## src/rtl/core/assert_macros.svh

```systemverilog
// Assertion helpers for the RTL.
`ifndef ASSERT_MACROS_SVH
`define ASSERT_MACROS_SVH

// Property checked on every rising edge outside reset.
`define ASSERT_CLK(lbl, clk, rstn, prop, msg) \
    lbl: assert property (@(posedge clk) disable iff (!rstn) prop) else $error(msg);

// Condition that must never be seen outside reset.
`define ASSERT_NEVER(lbl, clk, rstn, cond, msg) \
    lbl: assert property (@(posedge clk) disable iff (!rstn) !(cond)) else $error(msg);

`endif

```

## src/rtl/core/ppf_pkg.sv

```systemverilog
package ppf_pkg;

    localparam int SegDepth  = 64;
    localparam int SegIdxW   = $clog2(SegDepth);
    localparam int SegCntW   = SegIdxW + 1;
    localparam int ObjDepth  = 16;
    localparam int ObjIdxW   = $clog2(ObjDepth);
    localparam int ObjCntW   = ObjIdxW + 1;
    localparam int MaxCross  = 64;
    localparam int BudgetW   = $clog2(MaxCross) + 1;
    localparam int InDataW   = 200;
    localparam int OutDataW  = 144;
    localparam int CfgAddrW  = 2;
    localparam int CfgDataW  = 32;

    typedef enum logic [1:0] {
        OPC_LOAD = 2'd0,
        OPC_SNAP = 2'd1,
        OPC_TICK = 2'd2,
        OPC_NONE = 2'd3
    } t_opcode;

    localparam logic [CfgAddrW-1:0] REG_END_MODE  = 2'd0;
    localparam logic [CfgAddrW-1:0] REG_SPEED     = 2'd1;
    localparam logic [CfgAddrW-1:0] REG_SEG_TOTAL = 2'd2;
    localparam logic [CfgAddrW-1:0] REG_OBJ_TOTAL = 2'd3;

    localparam logic [1:0] MODE_STOP     = 2'd0;
    localparam logic [1:0] MODE_LOOP     = 2'd1;
    localparam logic [1:0] MODE_PINGPONG = 2'd2;
    localparam logic [1:0] MODE_SPARE    = 2'd3;

    typedef struct packed {
        logic signed [31:0] sx;
        logic signed [31:0] sy;
        logic signed [31:0] sz;
        logic signed [15:0] dx;
        logic signed [15:0] dy;
        logic signed [15:0] dz;
        logic [30:0]        len;
    } t_seg;

    typedef struct packed {
        t_opcode            opcode;
        logic [5:0]         slot;
        logic signed [31:0] px;
        logic signed [31:0] py;
        logic signed [31:0] pz;
        logic signed [15:0] dx;
        logic signed [15:0] dy;
        logic signed [15:0] dz;
        logic [30:0]        len;
        logic [15:0]        elapsed;
    } t_item;

    typedef struct packed {
        logic [ObjIdxW-1:0] obj;
        logic [SegIdxW-1:0] seg;
        logic signed [31:0] px;
        logic signed [31:0] py;
        logic signed [31:0] pz;
        logic [30:0]        along;
        logic               last;
    } t_result;

    typedef enum logic [4:0] {
        OP_NOP,
        OP_LOAD,
        OP_SNAP_BEGIN,
        OP_SNAP_VEC,
        OP_SNAP_DOT,
        OP_SNAP_T,
        OP_SNAP_ERR,
        OP_SNAP_SQ,
        OP_SNAP_CMP,
        OP_SNAP_WR,
        OP_TICK_BEGIN,
        OP_OBJ_BEGIN,
        OP_EVAL,
        OP_ADD_LEN,
        OP_SET_LEN,
        OP_PLACE_X,
        OP_PLACE_Y,
        OP_PLACE_Z,
        OP_PLACE_W,
        OP_EMIT
    } t_op;

    typedef struct packed {
        t_op  op;
        logic accept;
    } t_cmd;

    typedef struct packed {
        t_opcode opcode;
        logic    slot_ok;
        logic    no_objs;
        logic    neg;
        logic    over;
        logic    budget_zero;
        logic    idx_zero;
        logic    idx_last;
        logic    stop;
        logic    k_last;
        logic    scan_last;
        logic    out_free;
        logic    obj_last;
    } t_sts;

endpackage

```

## src/rtl/core/ppf_ctrl.sv

```systemverilog
module ppf_ctrl
    import ppf_pkg::*;
(
    input  logic i_clk,
    input  logic i_rst_n,
    input  logic i_s_tvalid,
    output logic o_s_tready,
    input  t_sts i_sts,
    output t_cmd o_cmd
);

    typedef enum logic [4:0] {
        ST_IDLE,
        ST_DISPATCH,
        ST_LOAD,
        ST_SNAP_BEGIN,
        ST_SNAP_WAIT,
        ST_SNAP_VEC,
        ST_SNAP_DOT,
        ST_SNAP_T,
        ST_SNAP_ERR,
        ST_SNAP_SQ,
        ST_SNAP_CMP,
        ST_SNAP_WR,
        ST_TICK_BEGIN,
        ST_OBJ_BEGIN,
        ST_WAIT_EVAL,
        ST_EVAL,
        ST_WAIT_ADD,
        ST_ADD,
        ST_WAIT_SET,
        ST_SET,
        ST_PLACE_X,
        ST_PLACE_Y,
        ST_PLACE_Z,
        ST_PLACE_W,
        ST_EMIT
    } t_state;

    t_state r_state;
    t_state n_state;

    assign o_s_tready = (r_state == ST_IDLE);

    always_comb begin
        o_cmd.accept = i_s_tvalid && (r_state == ST_IDLE);
        case (r_state)
            ST_LOAD:       o_cmd.op = OP_LOAD;
            ST_SNAP_BEGIN: o_cmd.op = OP_SNAP_BEGIN;
            ST_SNAP_VEC:   o_cmd.op = OP_SNAP_VEC;
            ST_SNAP_DOT:   o_cmd.op = OP_SNAP_DOT;
            ST_SNAP_T:     o_cmd.op = OP_SNAP_T;
            ST_SNAP_ERR:   o_cmd.op = OP_SNAP_ERR;
            ST_SNAP_SQ:    o_cmd.op = OP_SNAP_SQ;
            ST_SNAP_CMP:   o_cmd.op = OP_SNAP_CMP;
            ST_SNAP_WR:    o_cmd.op = OP_SNAP_WR;
            ST_TICK_BEGIN: o_cmd.op = OP_TICK_BEGIN;
            ST_OBJ_BEGIN:  o_cmd.op = OP_OBJ_BEGIN;
            ST_EVAL:       o_cmd.op = OP_EVAL;
            ST_ADD:        o_cmd.op = OP_ADD_LEN;
            ST_SET:        o_cmd.op = OP_SET_LEN;
            ST_PLACE_X:    o_cmd.op = OP_PLACE_X;
            ST_PLACE_Y:    o_cmd.op = OP_PLACE_Y;
            ST_PLACE_Z:    o_cmd.op = OP_PLACE_Z;
            ST_PLACE_W:    o_cmd.op = OP_PLACE_W;
            ST_EMIT:       o_cmd.op = i_sts.out_free ? OP_EMIT : OP_NOP;
            default:       o_cmd.op = OP_NOP;
        endcase
    end

    always_comb begin
        n_state = r_state;
        case (r_state)
            ST_IDLE: begin
                if (i_s_tvalid) n_state = ST_DISPATCH;
            end
            ST_DISPATCH: begin
                case (i_sts.opcode)
                    OPC_LOAD: n_state = ST_LOAD;
                    OPC_SNAP: n_state = i_sts.slot_ok ? ST_SNAP_BEGIN : ST_IDLE;
                    OPC_TICK: n_state = ST_TICK_BEGIN;
                    default:  n_state = ST_IDLE;
                endcase
            end
            ST_LOAD:       n_state = ST_IDLE;
            ST_SNAP_BEGIN: n_state = ST_SNAP_WAIT;
            ST_SNAP_WAIT:  n_state = ST_SNAP_VEC;
            ST_SNAP_VEC:   n_state = ST_SNAP_DOT;
            ST_SNAP_DOT: begin
                if (i_sts.k_last) n_state = ST_SNAP_T;
            end
            ST_SNAP_T:     n_state = ST_SNAP_ERR;
            ST_SNAP_ERR: begin
                if (i_sts.k_last) n_state = ST_SNAP_SQ;
            end
            ST_SNAP_SQ: begin
                if (i_sts.k_last) n_state = ST_SNAP_CMP;
            end
            ST_SNAP_CMP:   n_state = i_sts.scan_last ? ST_SNAP_WR : ST_SNAP_WAIT;
            ST_SNAP_WR:    n_state = ST_IDLE;
            ST_TICK_BEGIN: n_state = i_sts.no_objs ? ST_IDLE : ST_OBJ_BEGIN;
            ST_OBJ_BEGIN:  n_state = ST_WAIT_EVAL;
            ST_WAIT_EVAL:  n_state = ST_EVAL;
            ST_EVAL: begin
                if (i_sts.neg && !i_sts.budget_zero) begin
                    // stop mode at segment zero stays on the same entry
                    n_state = (i_sts.idx_zero && i_sts.stop) ? ST_EVAL : ST_WAIT_ADD;
                end else if (i_sts.over && !i_sts.budget_zero) begin
                    n_state = (i_sts.idx_last && i_sts.stop) ? ST_WAIT_SET : ST_WAIT_EVAL;
                end else begin
                    n_state = ST_PLACE_X;
                end
            end
            ST_WAIT_ADD:   n_state = ST_ADD;
            ST_ADD:        n_state = ST_EVAL;
            ST_WAIT_SET:   n_state = ST_SET;
            ST_SET:        n_state = ST_EVAL;
            ST_PLACE_X:    n_state = ST_PLACE_Y;
            ST_PLACE_Y:    n_state = ST_PLACE_Z;
            ST_PLACE_Z:    n_state = ST_PLACE_W;
            ST_PLACE_W:    n_state = ST_EMIT;
            ST_EMIT: begin
                if (i_sts.out_free) n_state = i_sts.obj_last ? ST_IDLE : ST_OBJ_BEGIN;
            end
            default:       n_state = ST_IDLE;
        endcase
    end

    always_ff @(posedge i_clk) begin
        if (!i_rst_n) begin
            r_state <= ST_IDLE;
        end else begin
            r_state <= n_state;
        end
    end

endmodule

```

## config.mk

```make
export PLATFORM = sky130hd
export DESIGN_NAME = ppf_ctrl
export DESIGN_NICKNAME = d
export VERILOG_FILES = /design/src/rtl/core/assert_macros.svh /design/src/rtl/core/ppf_pkg.sv /design/src/rtl/core/ppf_ctrl.sv
export SDC_FILE = /design/constraint.sdc
export NUM_CORES = 1
export LEC_CHECK = 0
export BUFFER_PORTS_ARGS = -buffer_cell sky130_fd_sc_hd__buf_2
export CORE_AREA = 5 5 47 49
export CTS_CLUSTER_SIZE = 20
export DETAILED_ROUTE_END_ITERATION = 6
export DIE_AREA = 0 0 52 54
export PLACE_DENSITY = 0.75
export SLEW_MARGIN = 20
export SYNTH_ARGS = -nofsm -noshare
export SYNTH_HDL_FRONTEND = slang
export SYNTH_SLANG_ARGS = --single-unit
```

## constraint.sdc

```tcl
create_clock -name i_clk -period 2.1 [get_ports i_clk]
set_clock_uncertainty 0.1 [all_clocks]
set_input_delay 0.42 -clock i_clk [delete_from_list [all_inputs] [get_ports i_clk]]
set_output_delay 0.42 -clock i_clk [all_outputs]
set_load 0.01 [all_outputs]
```

# Yosys cells after proc, flatten, opt, wreduce, memory -nomap -nowiden
# Index checks and enable logic that the tools add are counted.
# word_totals
word_cells	59
regBits	5
# classes
muxes	17
n_reduce_logical	10
n_eq_ne	31
# op_table
cell	n
5-bit case mux with 21 select lines	1
5-bit case mux with 19 select lines	1
5-bit two-way mux	10
5-bit equality test, second input constant	9
5-bit by 4-bit equality test with 1-bit output, second input constant	8
5-bit by 3-bit equality test with 1-bit output, second input constant	4
4-bit two-way mux	3
4-bit case mux with 3 select lines	1
5-bit by 2-bit equality test with 1-bit output, second input constant	2
2-bit != test, second input constant	5
5-bit by 1-bit equality test with 1-bit output, second input constant	1
1-bit logical AND	5
5-bit zero test	1
5-bit AND reduction	1
3-bit OR reduction	1
2-bit by 1-bit equality test with 1-bit output, second input constant	1
2-bit equality test, second input constant	1
2-bit zero test	1
2-bit two-way mux	1
1-bit zero test	1

# Depth between registers and ports, before layout
# Gate-level depths: netlist (run 1).
# logic_depth
ltp_word	5
depth_mapped	7

# Worst setup path before layout (run 1)
# No wires, ideal clock.
# synth_timing
kind	register to output
startpoint	register r_state[3]
endpoint	output o_cmd[2] (netlist bit)
path_buffers	3
path_stages_with_launch	7
path_slack_ns	0.179
arrival_time_ns	1.401
required_ns	1.580
path_cell_list	dfxtp_1 -> buf_4 -> buf_2 -> buf_2 -> nand3_1 -> o22a_1 -> o22ai_1
# synth_rtl
element	line_no	text
from (decl)	ppf_ctrl.sv:40	t_state r_state;
from (signal assigned)	ppf_ctrl.sv:133	r_state <= n_state;
to (decl)	ppf_ctrl.sv:9	output t_cmd o_cmd

# Worst setup path in the final report (run 1)
# layout_timing
startpoint	register r_state[4]
endpoint	output o_s_tready
# layout_between
elab_chain_cells	1
# layout_lines
element	line_no	text
5-bit zero test	ppf_ctrl.sv:43	assign o_s_tready = (r_state == ST_IDLE);
to (decl)	ppf_ctrl.sv:7	output logic o_s_tready,
# Every way passes these cells.

==> results of run 1 <==
## critical path: cells and delay by family, from the launching register on
family,cells,cell delay (ns)
simple gates,2,0.55
flops,1,0.38
buf+inv,2,0.31
## per-layer routing
metal	vias to the layer above	wire length [µm]	track usage, %
li1	553	-	-
met1	474	1061	24.06
met3	10	179	3.047
met4	0	76	9.170
met2	53	1161	33.68
met5	-	0	0
## per-stage QoR
stage	setup WS, ns	std cells	area (µm²)	utilization, %
floorplan	0.1791	130	835.8	-
global placement	0.1665	180	1013	55.63
detailed placement	0.1112	180	1013	55.63
CTS	0.02086	184	1042	57.21
global route	0.001587	184	1061	58.24
finish	0.08880	184	1061	58.24
## power by group through the flow
| stage | logic [mW] | clock network (mW) | registers (mW) |
|---|---|---|---|
| CTS | 0.316 | 0.115 | 0.127 |
| detailed placement | 0.314 | 0 | 0.128 |
| finish | 0.321 | 0.113 | 0.128 |
| global route | 0.358 | 0.127 | 0.130 |
| global placement | 0.309 | 0 | 0.127 |
| floorplan | 0.219 | 0 | 0.115 |
## cell families after synthesis
family / count (synthesis) / synth area share, %
buf+inv: 19 / 10.48
mux: 1 / 1.198
simple gates: 54 / 35.03
flops: 5 / 11.98
compound gates: 51 / 41.32
## cell type report
type / count / area [µm²] / share of cell area [%]
inverters: 7 / 26.28 / 2.476
well taps: 27 / 33.78 / 3.184
clock buffers: 4 / 26.28 / 2.476
flip-flops and latches: 5 / 113.9 / 10.73
repair buffers: 35 / 212.7 / 20.05
multi-input cells: 106 / 648.1 / 61.08
## path summary, 6_finish.rpt
check                                start    endpoint  slack [ns]  cells after the start
worst max-delay path            r_state[4]  o_s_tready        0.09                      4
worst min-delay path               i_rst_n  r_state[0]        0.32                      2
worst max register to register  r_state[4]  r_state[0]        0.15                      6
worst min register to register  r_state[3]  r_state[3]        0.43                      2
## what timing repair did
action                     in CTS  in global routing
resized for setup               2                  9
cloned                          0                  0
setup endpoints to repair       3                  5
## cells in the mapped netlist (2+ instances only)
cell	n
nor2_1	9
o22ai_1	3
a21oi_1	12
o21a_1	2
o31ai_1	4
a31oi_1	4
nor3_1	11
nand2_1	9
a211oi_1	3
inv_2	3
nand2b_1	4
nor4_1	2
inv_1	4
and3_1	2
dfxtp_1	5
o21ai_1	4
o21ai_0	6
clkbuf_1	5
nand3_1	8
buf_2	4
a211o_1	2
==> impl_metrics.toml, run 1 <==
[sta]
period_share_pct = 95.77
tightest_slew_ns = 0.4000
fin_crit_ns = 2.011
hold_viol = 0
setup_violations = 0
fin_setup_tns_ns = 0
hold_slack_ns = 0.3226
slew_violations = 0
slew_headroom_pct = 73.10
fmax_ghz = 0.4972
rsz0062_at_grt = "false"

[floorplan]
die_w_um = 52
num_rows = 16
fp.dieH_um = 54
die_area_mm2 = 0.002808
io_pins = 24
initial_core_util_pct = 45.88
core-area_mm2 = 0.001822

[finish]
nFillCells = 189
nNetsFinal = 175
final_cell_mix = "buf_2, a21oi_1, nor3_1"
regMostFlops = "r_state"
largest_reg_flops = 5
top_regs = "r_state: 5 flops"
layout_commonest_cell = "buf_2"
area_delta_synth_final_pct = 26.95
drive_gt1_share_pct = 31.85
num_antenna_cells = 0

[power_and_ir_drop]
power.density_mw_per_mm2 = 529.4
clockPowerShare_pct = 20.1
total_power_mw = 0.5617
p_leak_nw = 0.4118
comb_power_share_pct = 57.1
p_sw_mw = 0.2395
p_int_mw = 0.3222
ir_drop_mv = 0.2905
swShare_pct = 42.64
power_frac_seq_pct = 22.8

[synthesis]
ys_ff_latch = 5
synthArstFlopShare_pct = 0
synth_edf_count = 0
yosysWarningCount = 0
synth_top_area_cell = "dfxtp_1"
synth_area_um2 = 835.8
synth_top_area_share_pct = 11.98
ys.flop_type = "dfxtp_1"
postSynthCellCount = 130
syn_nets = 147
yosysUniqueCellTypes = 45
yosysSeqAreaShare_pct = 11.98
avgSynthCellArea_um2 = 6.429
synth_top_cells_by_area = "dfxtp_1, a21oi_1, nor3_1"

[drt]
via_per_inst = 5.924
drtIter0Drc = 36
vias = 1090
firstDrtPassIters = 4
drc = 0
antenna_left = 0
finalWirelength_um = 2479
wl_per_cell_um = 13.47

[critical_path]
timing.critical_path.slowest_stage_cell = "or3_1"
crit_path_end_kind = "output port"
critical_path_required_ns = 1.58
path_max_fanout = 12
path_class = "reg2out"
worstPathArrival_ns = 1.49
crit_chain = "buf_4, or3_1, nor3_1, buf_2"
worstSetupStartpointType = "register"
worst_path_largest_cell_delay_ns = 0.42

[cts]
cts_made_buffers = 3
htreeDepth = 1
clock_latency_ns = 0.25
clk_pin_slew_worst_paths_ns = 0.04
clock-root-buffer = "clkbuf_4"
cts_tree = "built"
cts_hold_buf = 0
clock-sinks = 5
post_cts_buffers = 0
cts.path.max_buffers = 2

[placement]
hpwlAfterDp_um = 1990
portBuffers = 23
place.gp.congestion = 0.8789

[global_routing]
grt_pass1_vias = 1009
grt_antenna_before_repair = 0
track_usage_pct = 19.69
grt_first_pass_wirelength_um = 4257
grt_start_max_net_pins = 14
grt-ovfl-total = 0

[run_status]
status = "finished, final reports clean"

[hold_path]
min_path_type = "in2reg"

[job]
drv_cap = 0
Note: power is estimated with default switching activity, not from simulation.
==> run 2: changes to the inputs <==
Settings changed: ABC_CLOCK_PERIOD_IN_PS set to 2100, MAX_ROUTING_LAYER set to met4.
==> run 2 against run 1 <==
Compared with the run above:
- non-clock buffer count decreased by 2
- global-route usage about the same
- first-iteration DRC count increased by 19%
- sequential share of layout area decreased by 0.98 points
- flip-flop and latch count unchanged
- clock power about the same
- largest power group unchanged
- cell count decreased by 1.1%
- critical path type unchanged
- final area increased by 0.35%
- highest routed layer unchanged
- count of clock-buffer cells in the layout unchanged
==> impl_metrics.toml, run 2 (synthesized netlist as in run 1, its figures left out) <==
[drt]
wl_per_cell_um = 14.26
antenna_left = 0
finalWirelength_um = 2596
drc = 0
via_per_inst = 6.077
firstDrtPassIters = 4
drtIter0Drc = 43
vias = 1106

[placement]
hpwlAfterDp_um = 1945
portBuffers = 23
place.gp.congestion = 0.9492

[finish]
multi_input_area_um2 = 659.4
nNetsFinal = 173
drive_gt1_share_pct = 30.97
area_delta_synth_final_pct = 27.40
seq_area_um2 = 103.9
layout_commonest_cell = "buf_2"
final_cell_mix = "buf_2, a21oi_1, nor3_1"
top_regs = "r_state: 5 flops"
nFillCells = 190
num_antenna_cells = 0
regMostFlops = "r_state"
largest_reg_flops = 5

[sta]
slew_headroom_pct = 70.78
rsz0062_at_grt = "false"
fmax_ghz = 0.4955
period_share_pct = 96.10
fin_setup_tns_ns = 0
tightest_slew_ns = 0.4345
setup_violations = 0
slew_violations = 0
fin_crit_ns = 2.018
hold_viol = 0

[global_routing]
grt_start_max_net_pins = 30
grt_pass1_vias = 935
track_usage_pct = 19.68
grt_first_pass_wirelength_um = 4105
grt-ovfl-total = 0
grt_antenna_before_repair = 0

[cts]
cts_tree = "built"
cts.path.max_buffers = 2
htreeDepth = 1
clk_pin_slew_worst_paths_ns = 0.05
cts_made_buffers = 3
clock-root-buffer = "clkbuf_4"
cts_hold_buf = 0
clock-sinks = 5
clock_latency_ns = 0.25

[critical_path]
crit_path_end_kind = "output port"
path_class = "reg2out"
path_max_fanout = 12
worstPathArrival_ns = 1.50
worstSetupStartpointType = "register"
critical_path_required_ns = 1.58

[floorplan]
die_area_mm2 = 0.002808
io_pins = 24
fp.dieH_um = 54
die_w_um = 52
num_rows = 16
initial_core_util_pct = 45.88
core-area_mm2 = 0.001822

[hold_path]
min_path_type = "in2reg"

[run_status]
status = "finished, final reports clean"

[power_and_ir_drop]
power.density_mw_per_mm2 = 545.0
swShare_pct = 42.92
p_int_mw = 0.3312
clockPowerShare_pct = 19.9
p_sw_mw = 0.2491
p_leak_nw = 0.4083
total_power_mw = 0.5803
comb_power_share_pct = 58.5
ir_drop_mv = 0.4031
power_frac_seq_pct = 21.6

[job]
drv_cap = 0
[run 2: cell count changes in the layout (fill, tap and decap cells not counted)]
cell and change:
dfxtp_2 +1, buf_6 -2, dfxtp_4 -3, o21ai_2 +1, o21ai_1 -1, nand2b_4 +1, dfxtp_1 +2, nand2b_1 -1
buf_12 +2, buf_4 -2
[run 2: path summary, 6_finish.rpt]
check,slack (ns),from,depth (start not counted),endpoint
min,0.30,i_rst_n,2,r_state[0]
max reg2reg,0.17,r_state[3],6,r_state[3]
max,0.08,r_state[4],4,o_s_tready
min reg2reg,0.59,r_state[3],3,r_state[3]
[run 2: final cells by class]
cell class	instances	area share (%)
timing repair buffer	33	20.21
clock buffer	4	2.468
tap	27	3.173
multi-input combinational	106	61.93
inverter	7	2.468
sequential	5	9.753
[run 2: power groups by stage]
stage | clock network (mW) | logic [mW] | registers [mW]
CTS | 0.114 | 0.331 | 0.123
global placement | 0 | 0.321 | 0.124
floorplan | 0 | 0.219 | 0.115
detailed placement | 0 | 0.326 | 0.124
finish | 0.115 | 0.340 | 0.125
global route | 0.123 | 0.369 | 0.127
[run 2: worst max-delay path, cell delays in order, from the launching register on]
cell	delay (ns)
dfxtp_2	0.38
buf_4	0.17
or3_1	0.41
nor3_1	0.14
buf_2	0.15
[run 2: routing by layer]
metal / vias to the layer above / global-route usage, % / wire length (µm)
met1: 499 / 23.32 / 1065
li1: 546 / - / -
met4: 0 / 6.550 / 32
met3: 5 / 2.216 / 180
met2: 56 / 34.52 / 1317
met5: - / - / 0
[run 2: repair_timing]
item | CTS | global route
resized for setup | 2 | 5
endpoints found under the setup margin | 1 | 4
cloned | 0 | 0
setup buffers | 0 | 0
[run 2: stage by stage]
| step | worst slack [ns] | utilization [%] | std cells | instance area (µm²) | hold WS [ns] |
|---|---|---|---|---|---|
| floorplan | 0.1791 | - | 130 | 835.8 | 0.4375 |
| global placement | 0.2109 | 56.18 | 178 | 1023 | 0.5552 |
| detailed placement | 0.2004 | 56.18 | 178 | 1023 | 0.5598 |
| CTS | 0.01725 | 57.90 | 182 | 1055 | 0.3085 |
| global route | 0.003809 | 58.45 | 182 | 1065 | 0.3109 |
| finish | 0.08187 | 58.45 | 182 | 1065 | 0.3044 |
